**config.mk**
```make
export PLATFORM = sky130hd
export DESIGN_NAME = voice_module_command_transmitter
export DESIGN_NICKNAME = d
export VERILOG_FILES = /design/src/rtl/core/vmct_pkg.sv /design/src/rtl/core/vmct_cfg_regs.sv /design/src/rtl/core/vmct_engine.sv /design/src/rtl/core/voice_module_command_transmitter.sv
export SDC_FILE = /design/constraint.sdc
export NUM_CORES = 1
export LEC_CHECK = 0
export BUFFER_PORTS_ARGS = -buffer_cell sky130_fd_sc_hd__buf_2
export CAP_MARGIN = 20
export CORE_MARGIN = 1.5
export CORE_UTILIZATION = 47
export DETAILED_ROUTE_END_ITERATION = 8
export GPL_ROUTABILITY_DRIVEN = 0
export GPL_TIMING_DRIVEN = 0
export PLACE_DENSITY = 0.65
export SETUP_SLACK_MARGIN = 0.1
export SLEW_MARGIN = 10
export SYNTH_ARGS = -nofsm -noshare
export SYNTH_HDL_FRONTEND = slang
export SYNTH_SLANG_ARGS = --single-unit
```
**constraint.sdc**
```tcl
create_clock -name clk -period 3.45 [get_ports clk]
set_input_delay 0.69 -clock clk [delete_from_list [all_inputs] [get_ports clk]]
set_output_delay 0.69 -clock clk [all_outputs]
set_load 0.01 [all_outputs]
```
**src/rtl/core/vmct_pkg.sv**
```systemverilog
// Shared types, command codes, register indexes and constants for the voice command sender.
package vmct_pkg;

    localparam int unsigned CFG_COUNT = 8;
    localparam int unsigned CFG_INDEX_W = $clog2(CFG_COUNT);
    localparam int unsigned CFG_DATA_W = 8;

    // Command codes carried in a request.
    localparam logic [2:0] CMD_TICK   = 3'd0;
    localparam logic [2:0] CMD_FRAMED = 3'd1;
    localparam logic [2:0] CMD_SINGLE = 3'd2;
    localparam logic [2:0] CMD_VOLUME = 3'd3;
    localparam logic [2:0] CMD_PLAY   = 3'd4;

    // Register indexes on the configuration port.
    localparam logic [CFG_INDEX_W-1:0] REG_START_LOW      = 3'd0;
    localparam logic [CFG_INDEX_W-1:0] REG_BIT_PHASE      = 3'd1;
    localparam logic [CFG_INDEX_W-1:0] REG_SINGLE_START   = 3'd2;
    localparam logic [CFG_INDEX_W-1:0] REG_SINGLE_LONG    = 3'd3;
    localparam logic [CFG_INDEX_W-1:0] REG_SINGLE_SHORT   = 3'd4;
    localparam logic [CFG_INDEX_W-1:0] REG_SINGLE_TRAILER = 3'd5;
    localparam logic [CFG_INDEX_W-1:0] REG_FRAME_LEAD     = 3'd6;
    localparam logic [CFG_INDEX_W-1:0] REG_BUSY_POLL      = 3'd7;

    // Register reset values.
    localparam logic [7:0] RST_START_LOW      = 8'd5;
    localparam logic [7:0] RST_BIT_PHASE      = 8'd1;
    localparam logic [7:0] RST_SINGLE_START   = 8'd4;
    localparam logic [7:0] RST_SINGLE_LONG    = 8'd3;
    localparam logic [7:0] RST_SINGLE_SHORT   = 8'd1;
    localparam logic [7:0] RST_SINGLE_TRAILER = 8'd100;
    localparam logic [7:0] RST_FRAME_LEAD     = 8'd100;
    localparam logic [7:0] RST_BUSY_POLL      = 8'd10;

    // Frame and single-wire byte constants.
    localparam logic [7:0] FRAME_HEAD   = 8'hF1;
    localparam logic [7:0] FRAME_TAIL   = 8'hF3;
    localparam logic [7:0] VOLUME_BASE  = 8'hE0;
    localparam logic [7:0] PLAY_PAUSE   = 8'hFE;
    localparam logic [2:0] VOLUME_MAX   = 3'd7;
    localparam logic [7:0] TICK_ONE     = 8'h01;

    typedef struct packed {
        logic [2:0] cmd;
        logic [7:0] value;
        logic       busy_level;
    } req_t;

    typedef struct packed {
        logic clock_line;
        logic data_line;
        logic single_line;
        logic idle;
        logic dropped;
    } rsp_t;

    typedef struct packed {
        logic [7:0] start_low_ticks;
        logic [7:0] bit_phase_ticks;
        logic [7:0] single_start_ticks;
        logic [7:0] single_long_ticks;
        logic [7:0] single_short_ticks;
        logic [7:0] single_trailer_ticks;
        logic [7:0] frame_lead_ticks;
        logic [7:0] busy_poll_ticks;
    } cfg_t;

endpackage

```
**src/rtl/core/vmct_cfg_regs.sv**
```systemverilog
// Timing configuration registers of the voice command sender.
module vmct_cfg_regs (
    input  logic                                clk,
    input  logic                                rst_n,
    input  logic                                cfg_wr_en,
    input  logic [vmct_pkg::CFG_INDEX_W-1:0]    cfg_index,
    input  logic [vmct_pkg::CFG_DATA_W-1:0]     cfg_wdata,
    output vmct_pkg::cfg_t                      cfg
);

    vmct_pkg::cfg_t cfg_reg;

    always_ff @(posedge clk or negedge rst_n)
    begin
        if (!rst_n)
        begin
            cfg_reg.start_low_ticks      <= vmct_pkg::RST_START_LOW;
            cfg_reg.bit_phase_ticks      <= vmct_pkg::RST_BIT_PHASE;
            cfg_reg.single_start_ticks   <= vmct_pkg::RST_SINGLE_START;
            cfg_reg.single_long_ticks    <= vmct_pkg::RST_SINGLE_LONG;
            cfg_reg.single_short_ticks   <= vmct_pkg::RST_SINGLE_SHORT;
            cfg_reg.single_trailer_ticks <= vmct_pkg::RST_SINGLE_TRAILER;
            cfg_reg.frame_lead_ticks     <= vmct_pkg::RST_FRAME_LEAD;
            cfg_reg.busy_poll_ticks      <= vmct_pkg::RST_BUSY_POLL;
        end
        else if (cfg_wr_en)
        begin
            case (cfg_index)
                vmct_pkg::REG_START_LOW:      cfg_reg.start_low_ticks      <= cfg_wdata;
                vmct_pkg::REG_BIT_PHASE:      cfg_reg.bit_phase_ticks      <= cfg_wdata;
                vmct_pkg::REG_SINGLE_START:   cfg_reg.single_start_ticks   <= cfg_wdata;
                vmct_pkg::REG_SINGLE_LONG:    cfg_reg.single_long_ticks    <= cfg_wdata;
                vmct_pkg::REG_SINGLE_SHORT:   cfg_reg.single_short_ticks   <= cfg_wdata;
                vmct_pkg::REG_SINGLE_TRAILER: cfg_reg.single_trailer_ticks <= cfg_wdata;
                vmct_pkg::REG_FRAME_LEAD:     cfg_reg.frame_lead_ticks     <= cfg_wdata;
                vmct_pkg::REG_BUSY_POLL:      cfg_reg.busy_poll_ticks      <= cfg_wdata;
                default:                      cfg_reg.start_low_ticks      <= cfg_reg.start_low_ticks;
            endcase
        end
    end

    assign cfg = cfg_reg;

endmodule

```
**src/rtl/core/vmct_engine.sv**
```systemverilog
// Line sequencer: advances the transfer by one tick per request and registers the pin levels.
module vmct_engine (
    input  logic            clk,
    input  logic            rst_n,
    input  vmct_pkg::cfg_t  cfg,
    input  logic            step_valid,
    input  vmct_pkg::req_t  step_item,
    output logic            step_ready,
    output logic            rsp_valid,
    input  logic            rsp_ready,
    output vmct_pkg::rsp_t  rsp
);

    typedef enum logic [3:0] {
        PH_IDLE,
        PH_POLL,
        PH_LEAD,
        PH_STARTLOW,
        PH_BITLOW,
        PH_BITHIGH,
        PH_SSTART,
        PH_SHIGH,
        PH_SLOW,
        PH_STRAIL
    } phase_t;

    phase_t          phase_reg, phase_next;
    logic [1:0]      byte_slot_reg, byte_slot_next;
    logic [2:0]      bit_slot_reg, bit_slot_next;
    logic [7:0]      tick_left_reg, tick_left_next;
    logic [7:0]      shift_byte_reg, shift_byte_next;
    logic [7:0]      frame_cmd_reg, frame_cmd_next;
    logic            clk_pin_reg, clk_pin_next;
    logic            dat_pin_reg, dat_pin_next;
    logic            sgl_pin_reg, sgl_pin_next;
    logic            rsp_valid_reg;
    vmct_pkg::rsp_t  rsp_reg, rsp_next;

    logic            fire;
    logic            dropped;
    logic [2:0]      bit_inc;
    logic [1:0]      byte_inc;
    logic [2:0]      volume;
    logic [7:0]      single_byte;
    logic [7:0]      t_start_low, t_bit_phase, t_single_start, t_single_long;
    logic [7:0]      t_single_short, t_single_trailer, t_frame_lead, t_busy_poll;

    // A zero timing value behaves as one tick.
    function automatic logic [7:0] ticks_of(input logic [7:0] v);
        ticks_of = (v == 8'd0) ? vmct_pkg::TICK_ONE : v;
    endfunction

    function automatic logic [7:0] frame_byte(input logic [1:0] slot, input logic [7:0] fc);
        case (slot)
            2'd0:    frame_byte = vmct_pkg::FRAME_HEAD;
            2'd1:    frame_byte = fc;
            2'd2:    frame_byte = vmct_pkg::FRAME_TAIL;
            default: frame_byte = vmct_pkg::FRAME_HEAD + fc + vmct_pkg::FRAME_TAIL;
        endcase
    endfunction

    assign t_start_low      = ticks_of(cfg.start_low_ticks);
    assign t_bit_phase      = ticks_of(cfg.bit_phase_ticks);
    assign t_single_start   = ticks_of(cfg.single_start_ticks);
    assign t_single_long    = ticks_of(cfg.single_long_ticks);
    assign t_single_short   = ticks_of(cfg.single_short_ticks);
    assign t_single_trailer = ticks_of(cfg.single_trailer_ticks);
    assign t_frame_lead     = ticks_of(cfg.frame_lead_ticks);
    assign t_busy_poll      = ticks_of(cfg.busy_poll_ticks);

    assign step_ready = !rsp_valid_reg || rsp_ready;
    assign fire       = step_valid && step_ready;
    assign bit_inc    = bit_slot_reg + 3'd1;
    assign byte_inc   = byte_slot_reg + 2'd1;

    always_comb
    begin
        volume = (step_item.value > {5'd0, vmct_pkg::VOLUME_MAX}) ? vmct_pkg::VOLUME_MAX
                                                                  : step_item.value[2:0];
        case (step_item.cmd)
            vmct_pkg::CMD_SINGLE: single_byte = step_item.value;
            vmct_pkg::CMD_VOLUME: single_byte = vmct_pkg::VOLUME_BASE | {5'd0, volume};
            default:              single_byte = vmct_pkg::PLAY_PAUSE;
        endcase
    end

    always_comb
    begin
        phase_next      = phase_reg;
        byte_slot_next  = byte_slot_reg;
        bit_slot_next   = bit_slot_reg;
        tick_left_next  = tick_left_reg;
        shift_byte_next = shift_byte_reg;
        frame_cmd_next  = frame_cmd_reg;
        clk_pin_next    = clk_pin_reg;
        dat_pin_next    = dat_pin_reg;
        sgl_pin_next    = sgl_pin_reg;
        dropped         = 1'b0;

        if (phase_reg == PH_IDLE)
        begin
            case (step_item.cmd)
                vmct_pkg::CMD_FRAMED:
                begin
                    frame_cmd_next = step_item.value;
                    byte_slot_next = 2'd0;
                    bit_slot_next  = 3'd0;
                    if (!step_item.busy_level)
                    begin
                        phase_next     = PH_POLL;
                        tick_left_next = t_busy_poll;
                    end
                    else
                    begin
                        phase_next     = PH_LEAD;
                        tick_left_next = t_frame_lead;
                    end
                end
                vmct_pkg::CMD_SINGLE, vmct_pkg::CMD_VOLUME, vmct_pkg::CMD_PLAY:
                begin
                    shift_byte_next = single_byte;
                    bit_slot_next   = 3'd0;
                    sgl_pin_next    = 1'b0;
                    phase_next      = PH_SSTART;
                    tick_left_next  = t_single_start;
                end
                default:
                begin
                end
            endcase
        end
        else
        begin
            // A new request during a transfer is ignored but the transfer still ticks.
            dropped = step_item.cmd inside {[vmct_pkg::CMD_FRAMED:vmct_pkg::CMD_PLAY]};
            if (tick_left_reg > 8'd1)
            begin
                tick_left_next = tick_left_reg - 8'd1;
            end
            else
            begin
                tick_left_next = 8'd0;
                case (phase_reg)
                    PH_POLL:
                    begin
                        if (!step_item.busy_level)
                        begin
                            phase_next     = PH_POLL;
                            tick_left_next = t_busy_poll;
                        end
                        else
                        begin
                            phase_next     = PH_LEAD;
                            tick_left_next = t_frame_lead;
                        end
                    end
                    PH_LEAD:
                    begin
                        byte_slot_next  = 2'd0;
                        shift_byte_next = frame_byte(2'd0, frame_cmd_reg);
                        bit_slot_next   = 3'd0;
                        dat_pin_next    = shift_byte_next[0];
                        clk_pin_next    = 1'b0;
                        phase_next      = PH_STARTLOW;
                        tick_left_next  = t_start_low;
                    end
                    PH_STARTLOW:
                    begin
                        dat_pin_next   = shift_byte_reg[bit_slot_reg];
                        clk_pin_next   = 1'b0;
                        phase_next     = PH_BITLOW;
                        tick_left_next = t_bit_phase;
                    end
                    PH_BITLOW:
                    begin
                        clk_pin_next   = 1'b1;
                        phase_next     = PH_BITHIGH;
                        tick_left_next = t_bit_phase;
                    end
                    PH_BITHIGH:
                    begin
                        if (bit_slot_reg != 3'd7)
                        begin
                            bit_slot_next  = bit_inc;
                            dat_pin_next   = shift_byte_reg[bit_inc];
                            clk_pin_next   = 1'b0;
                            phase_next     = PH_BITLOW;
                            tick_left_next = t_bit_phase;
                        end
                        else if (byte_slot_reg != 2'd3)
                        begin
                            byte_slot_next  = byte_inc;
                            shift_byte_next = frame_byte(byte_inc, frame_cmd_reg);
                            bit_slot_next   = 3'd0;
                            dat_pin_next    = shift_byte_next[0];
                            clk_pin_next    = 1'b0;
                            phase_next      = PH_STARTLOW;
                            tick_left_next  = t_start_low;
                        end
                        else
                        begin
                            dat_pin_next = 1'b1;
                            phase_next   = PH_IDLE;
                        end
                    end
                    PH_SSTART:
                    begin
                        sgl_pin_next   = 1'b1;
                        phase_next     = PH_SHIGH;
                        tick_left_next = shift_byte_reg[bit_slot_reg] ? t_single_long
                                                                      : t_single_short;
                    end
                    PH_SHIGH:
                    begin
                        sgl_pin_next   = 1'b0;
                        phase_next     = PH_SLOW;
                        tick_left_next = shift_byte_reg[bit_slot_reg] ? t_single_short
                                                                      : t_single_long;
                    end
                    PH_SLOW:
                    begin
                        sgl_pin_next = 1'b1;
                        if (bit_slot_reg != 3'd7)
                        begin
                            bit_slot_next  = bit_inc;
                            phase_next     = PH_SHIGH;
                            tick_left_next = shift_byte_reg[bit_inc] ? t_single_long
                                                                     : t_single_short;
                        end
                        else
                        begin
                            phase_next     = PH_STRAIL;
                            tick_left_next = t_single_trailer;
                        end
                    end
                    default:
                    begin
                        phase_next = PH_IDLE;
                    end
                endcase
            end
        end

        rsp_next.clock_line  = clk_pin_next;
        rsp_next.data_line   = dat_pin_next;
        rsp_next.single_line = sgl_pin_next;
        rsp_next.idle        = (phase_next == PH_IDLE);
        rsp_next.dropped     = dropped;
    end

    always_ff @(posedge clk or negedge rst_n)
    begin
        if (!rst_n)
        begin
            phase_reg      <= PH_IDLE;
            byte_slot_reg  <= 2'd0;
            bit_slot_reg   <= 3'd0;
            tick_left_reg  <= 8'd0;
            shift_byte_reg <= 8'd0;
            frame_cmd_reg  <= 8'd0;
            clk_pin_reg    <= 1'b1;
            dat_pin_reg    <= 1'b1;
            sgl_pin_reg    <= 1'b1;
            rsp_valid_reg  <= 1'b0;
        end
        else
        begin
            if (fire)
            begin
                phase_reg      <= phase_next;
                byte_slot_reg  <= byte_slot_next;
                bit_slot_reg   <= bit_slot_next;
                tick_left_reg  <= tick_left_next;
                shift_byte_reg <= shift_byte_next;
                frame_cmd_reg  <= frame_cmd_next;
                clk_pin_reg    <= clk_pin_next;
                dat_pin_reg    <= dat_pin_next;
                sgl_pin_reg    <= sgl_pin_next;
                rsp_valid_reg  <= 1'b1;
            end
            else if (rsp_ready)
            begin
                rsp_valid_reg <= 1'b0;
            end
        end
    end

    always_ff @(posedge clk)
    begin
        if (fire)
        begin
            rsp_reg <= rsp_next;
        end
    end

    assign rsp_valid = rsp_valid_reg;
    assign rsp       = rsp_reg;

endmodule

```
**src/rtl/core/voice_module_command_transmitter.sv**
```systemverilog
// Top level of the voice module command sender: input register, configuration and sequencer.
//
// Each request is one tick of the line timing and produces exactly one response that shows
// the clock, data and single-wire pin levels after that tick, plus idle and dropped flags.
// A request passes an input register and then the sequencer, whose whole state update is
// combinational ahead of the response register, so one request is taken every cycle when
// the output is not stalled. Framed requests (cmd 1) poll the busy pin, wait the lead delay
// and send four bytes on the two-wire link; cmd 2, 3 and 4 send one byte on the single wire.
// A command that arrives while a transfer runs is ignored and flagged in dropped. The user
// must write timing registers through the configuration port only while no transfer is
// running; the block itself does not enforce this.
module voice_module_command_transmitter (
    input  logic                                clk,
    input  logic                                rst_n,
    input  logic                                req_valid,
    output logic                                req_ready,
    input  vmct_pkg::req_t                      req,
    output logic                                rsp_valid,
    input  logic                                rsp_ready,
    output vmct_pkg::rsp_t                      rsp,
    input  logic                                cfg_wr_en,
    input  logic [vmct_pkg::CFG_INDEX_W-1:0]    cfg_index,
    input  logic [vmct_pkg::CFG_DATA_W-1:0]     cfg_wdata
);

    vmct_pkg::cfg_t  cfg;
    vmct_pkg::req_t  s1_item_reg;
    logic            s1_valid_reg;
    logic            step_ready;

    assign req_ready = !s1_valid_reg || step_ready;

    always_ff @(posedge clk or negedge rst_n)
    begin
        if (!rst_n)
        begin
            s1_valid_reg <= 1'b0;
        end
        else if (req_ready)
        begin
            s1_valid_reg <= req_valid;
        end
    end

    always_ff @(posedge clk)
    begin
        if (req_ready && req_valid)
        begin
            s1_item_reg <= req;
        end
    end

    vmct_cfg_regs u_cfg (
        .clk       (clk),
        .rst_n     (rst_n),
        .cfg_wr_en (cfg_wr_en),
        .cfg_index (cfg_index),
        .cfg_wdata (cfg_wdata),
        .cfg       (cfg)
    );

    vmct_engine u_engine (
        .clk        (clk),
        .rst_n      (rst_n),
        .cfg        (cfg),
        .step_valid (s1_valid_reg),
        .step_item  (s1_item_reg),
        .step_ready (step_ready),
        .rsp_valid  (rsp_valid),
        .rsp_ready  (rsp_ready),
        .rsp        (rsp)
    );

    // With no transfer running every line rests high.
    assert property (@(posedge clk) disable iff (!rst_n)
        rsp_valid && rsp.idle |-> rsp.clock_line && rsp.data_line && rsp.single_line)
        else $error("idle response with a line driven low");

    // The two-wire link and the single wire are never active together.
    assert property (@(posedge clk) disable iff (!rst_n)
        rsp_valid && (!rsp.clock_line || !rsp.data_line) |-> rsp.single_line)
        else $error("two-wire and single-wire transfers overlap");

    // A registered request with a free response slot must produce a response next cycle.
    assert property (@(posedge clk) disable iff (!rst_n)
        s1_valid_reg && !rsp_valid |=> rsp_valid)
        else $error("registered request did not reach the response register");

endmodule
```
==> results.toml <==
[outcome]
outcome = "finished clean"

[logic_synthesis]
synth-seq-cells = 119
synthAdderAreaFrac_pct = 1.77
synth_edf_count = 17
synth_xor_area_share_pct = 0.412
ys_seq_area_share_pct = 48.4
postSynthAreaPerCell_um2 = 10.8
synthSimpleGateAreaFrac_pct = 14.1
synthCells = 588
syn-num-nets = 625
ys_warn_count = 0
synth_compound_area_share_pct = 15.1
synth_top_family_by_area = "multiplexers"
syn-cell-area_um2 = 6380
async_flop_share_pct = 85.7
synth_cell_type_count = 61
ys.flop_type = "dfrtp_1"
muxShareOfSynthArea_pct = 17.6

[clock_network]
cts_setup_buffers = 0
insertion_delay_ps = 420
ctsHoldBuffers = 0
root_buffer = "clkbuf_16"
cts_tree = "built"
cts_buffers = 17
numClockSinks = 119
cts_buffer_depth = 2
cts_resized = 0
htreeDepth = 4
cts.clk_slew.worst_paths_ps = 60

[placed_design]
port_buffers = 30
dpl.cell_count = 795
dp_hpwl_um = 11900

[worst_setup_path]
r2r_slack_ps = 550
crit_arrival_ps = 3190
path_cells = "mux4_2 -> mux2i_1 -> mux2i_1 -> o21ai_0 -> a2111oi_0 -> o21ai_0"
slowest_delay_ps = 620
critPathSlowestCell = "a2111oi_0"
crit_type = "reg -> reg"
cp.required_ps = 3740
critPathCaptureType = "flop"
critPathMaxFanout = 6
worstSetupStartpointType = "flop"

[power_and_ir_drop]
p_per_area_nw_per_um2 = 783
peakVddDrop_mv = 0.335
p_total_w = 0.00579
p_leak_nw = 3.00

[floorplanning]
die_h_um = 119
coreArea_um2 = 13200
dieWidth_um = 119
die-area_um2 = 14300
initial_utilization_pct = 48.2
io_pins = 35
rows = 42

[routing]
vias = 5061
routedWlPerCell_um = 19.7
first_iter_violations = 334
drt-vias-per-instance = 6.10
first_pass_iters = 5
drc = 0
routed_wl_um = 16400
postRouteAntennaNets = 0

[finish]
drive_above_1_share_pct = 27.7
area_delta_synth_final_pct = 15.9
diodes = 0
final_common_cell = "dfrtp_1"
final_cell_mix = "84 x dfrtp_1, 80 x mux2_2, 46 x nand2_1"
ff_latch_area_um2 = 3090
fillers = 1199
finalNonFillerCells = 830
multi_input_area_um2 = 3130
largest_reg_flops = 64
fin_nets = 678

[grt]
overflow = 0
grtUsageTotal_pct = 24.5
grt_pass1_wl_um = 26900
antenna_found_initial = 0
grt_pass1_vias = 5137
grt_max_degree = 66

[timing]
slew_violations = 0
final-setup-viol-count = 0
finalHoldViolCount = 0
relSlewSlack_pct = 42.3
worstMarginPinSlew_ps = 862
fmax_ghz = 0.345
tns_ps = 0
finClkSkew_ps = 8.10
fin_crit_ps = 2900
rsz0062_at_grt = "no"
fin_crit_sh_pct = 84.1

[worst_hold_path]
hold_path.class = "in -> async"

[flow_run]
maxCapViolations = 0
synth_stat cells (5+ instances only):
| cell | instances | share of area [%] |
|---|---|---|
| a221o_1 | 5 | 0.78 |
| nand2_1 | 46 | 2.7 |
| dfstp_2 | 18 | 7.4 |
| a22oi_1 | 5 | 0.59 |
| nor2_1 | 19 | 1.1 |
| clkbuf_1 | 20 | 1.2 |
| o211ai_1 | 8 | 0.94 |
| and2_1 | 5 | 0.49 |
| dfrtp_1 | 84 | 33 |
| nor4_1 | 12 | 1.2 |
| edfxtp_1 | 17 | 8.0 |
| mux2i_1 | 16 | 2.5 |
| inv_1 | 16 | 0.94 |
| nand4_1 | 6 | 0.59 |
| o22ai_1 | 5 | 0.49 |
| nor3_1 | 19 | 1.5 |
| nand2b_1 | 9 | 0.88 |
| nor2b_1 | 9 | 0.88 |
| mux2_2 | 80 | 14 |
| ha_1 | 9 | 1.8 |
| or4_1 | 6 | 0.71 |
| o2bb2ai_1 | 5 | 0.69 |
| a211oi_1 | 6 | 0.71 |
| o21ai_0 | 38 | 3.0 |
| a21oi_1 | 32 | 2.5 |
| and3_1 | 5 | 0.49 |
| nand3_1 | 16 | 1.3 |
layout make-up:
| type | instances | share of cell area, % |
|---|---|---|
| repair buffers | 34 | 2.54 |
| plain buffers | 27 | 1.44 |
| inverters | 16 | 0.812 |
| multi-input cells | 426 | 42.3 |
| clock inverters | 5 | 0.372 |
| clock buffers | 27 | 7.80 |
| well taps | 176 | 2.98 |
| flip-flops and latches | 119 | 41.7 |
report_power, final:
part / total, W / internal (W) / switching, W
clock: 0.00175 / 0.00114 / 0.000615
sequential: 0.00217 / 0.00184 / 0.000334
combinational: 0.00187 / 0.000790 / 0.00108
stage by stage:
| step | utilization [%] | setup WS (ps) | instance area, um^2 | hold WS, ps |
|---|---|---|---|---|
| 3_3_place_gp | 51.0 | 615 | 6750 | 473 |
| 4_1_cts | 55.7 | 593 | 7380 | 400 |
| 6_report | 55.8 | 547 | 7400 | 375 |
| 3_5_place_dp | 51.2 | 581 | 6780 | 479 |
| 2_1_floorplan | - | 1170 | 6380 | 394 |
| 5_1_grt | 55.8 | 390 | 7400 | 439 |
worst paths after layout:
kind	startpoint	end	depth (start not counted)
worst max-delay path	u_engine.bit_slot_reg[2]	u_engine.tick_left_reg[5]	6
worst min-delay path	rst_n	u_engine.frame_cmd_reg[6]	1
worst max register to register	u_engine.bit_slot_reg[2]	u_engine.tick_left_reg[5]	6
worst min register to register	u_engine.dat_pin_reg	u_engine.dat_pin_reg	2
max in group asynchronous	rst_n	u_cfg.cfg[48]	2
min in group clk	req[0]	s1_item_reg[0]	1
cell families after synthesis:
kind of cell	Yosys count
mux	99
fa+ha+maj	9
compound gates	145
buf+inv	43
simple gates	170
xor+xnor	3
flops	119
worst max-delay path, delay by kind of cell, from the launching register on:
kind | cells | cell delay [ps]
AOI/OAI and AO/OA | 3 | 1050
DFF | 1 | 430
muxes | 3 | 1290
layer usage:
metal,vias to the layer above,part of all wire [%],GRT usage (%)
met5,-,0,0
met4,0,2.3,9.82
met3,30,3.8,5.23
met2,132,51,42.1
met1,2548,43,30.0
li1,2351,-,-
No activity file was read; power rests on OpenSTA's default activity.
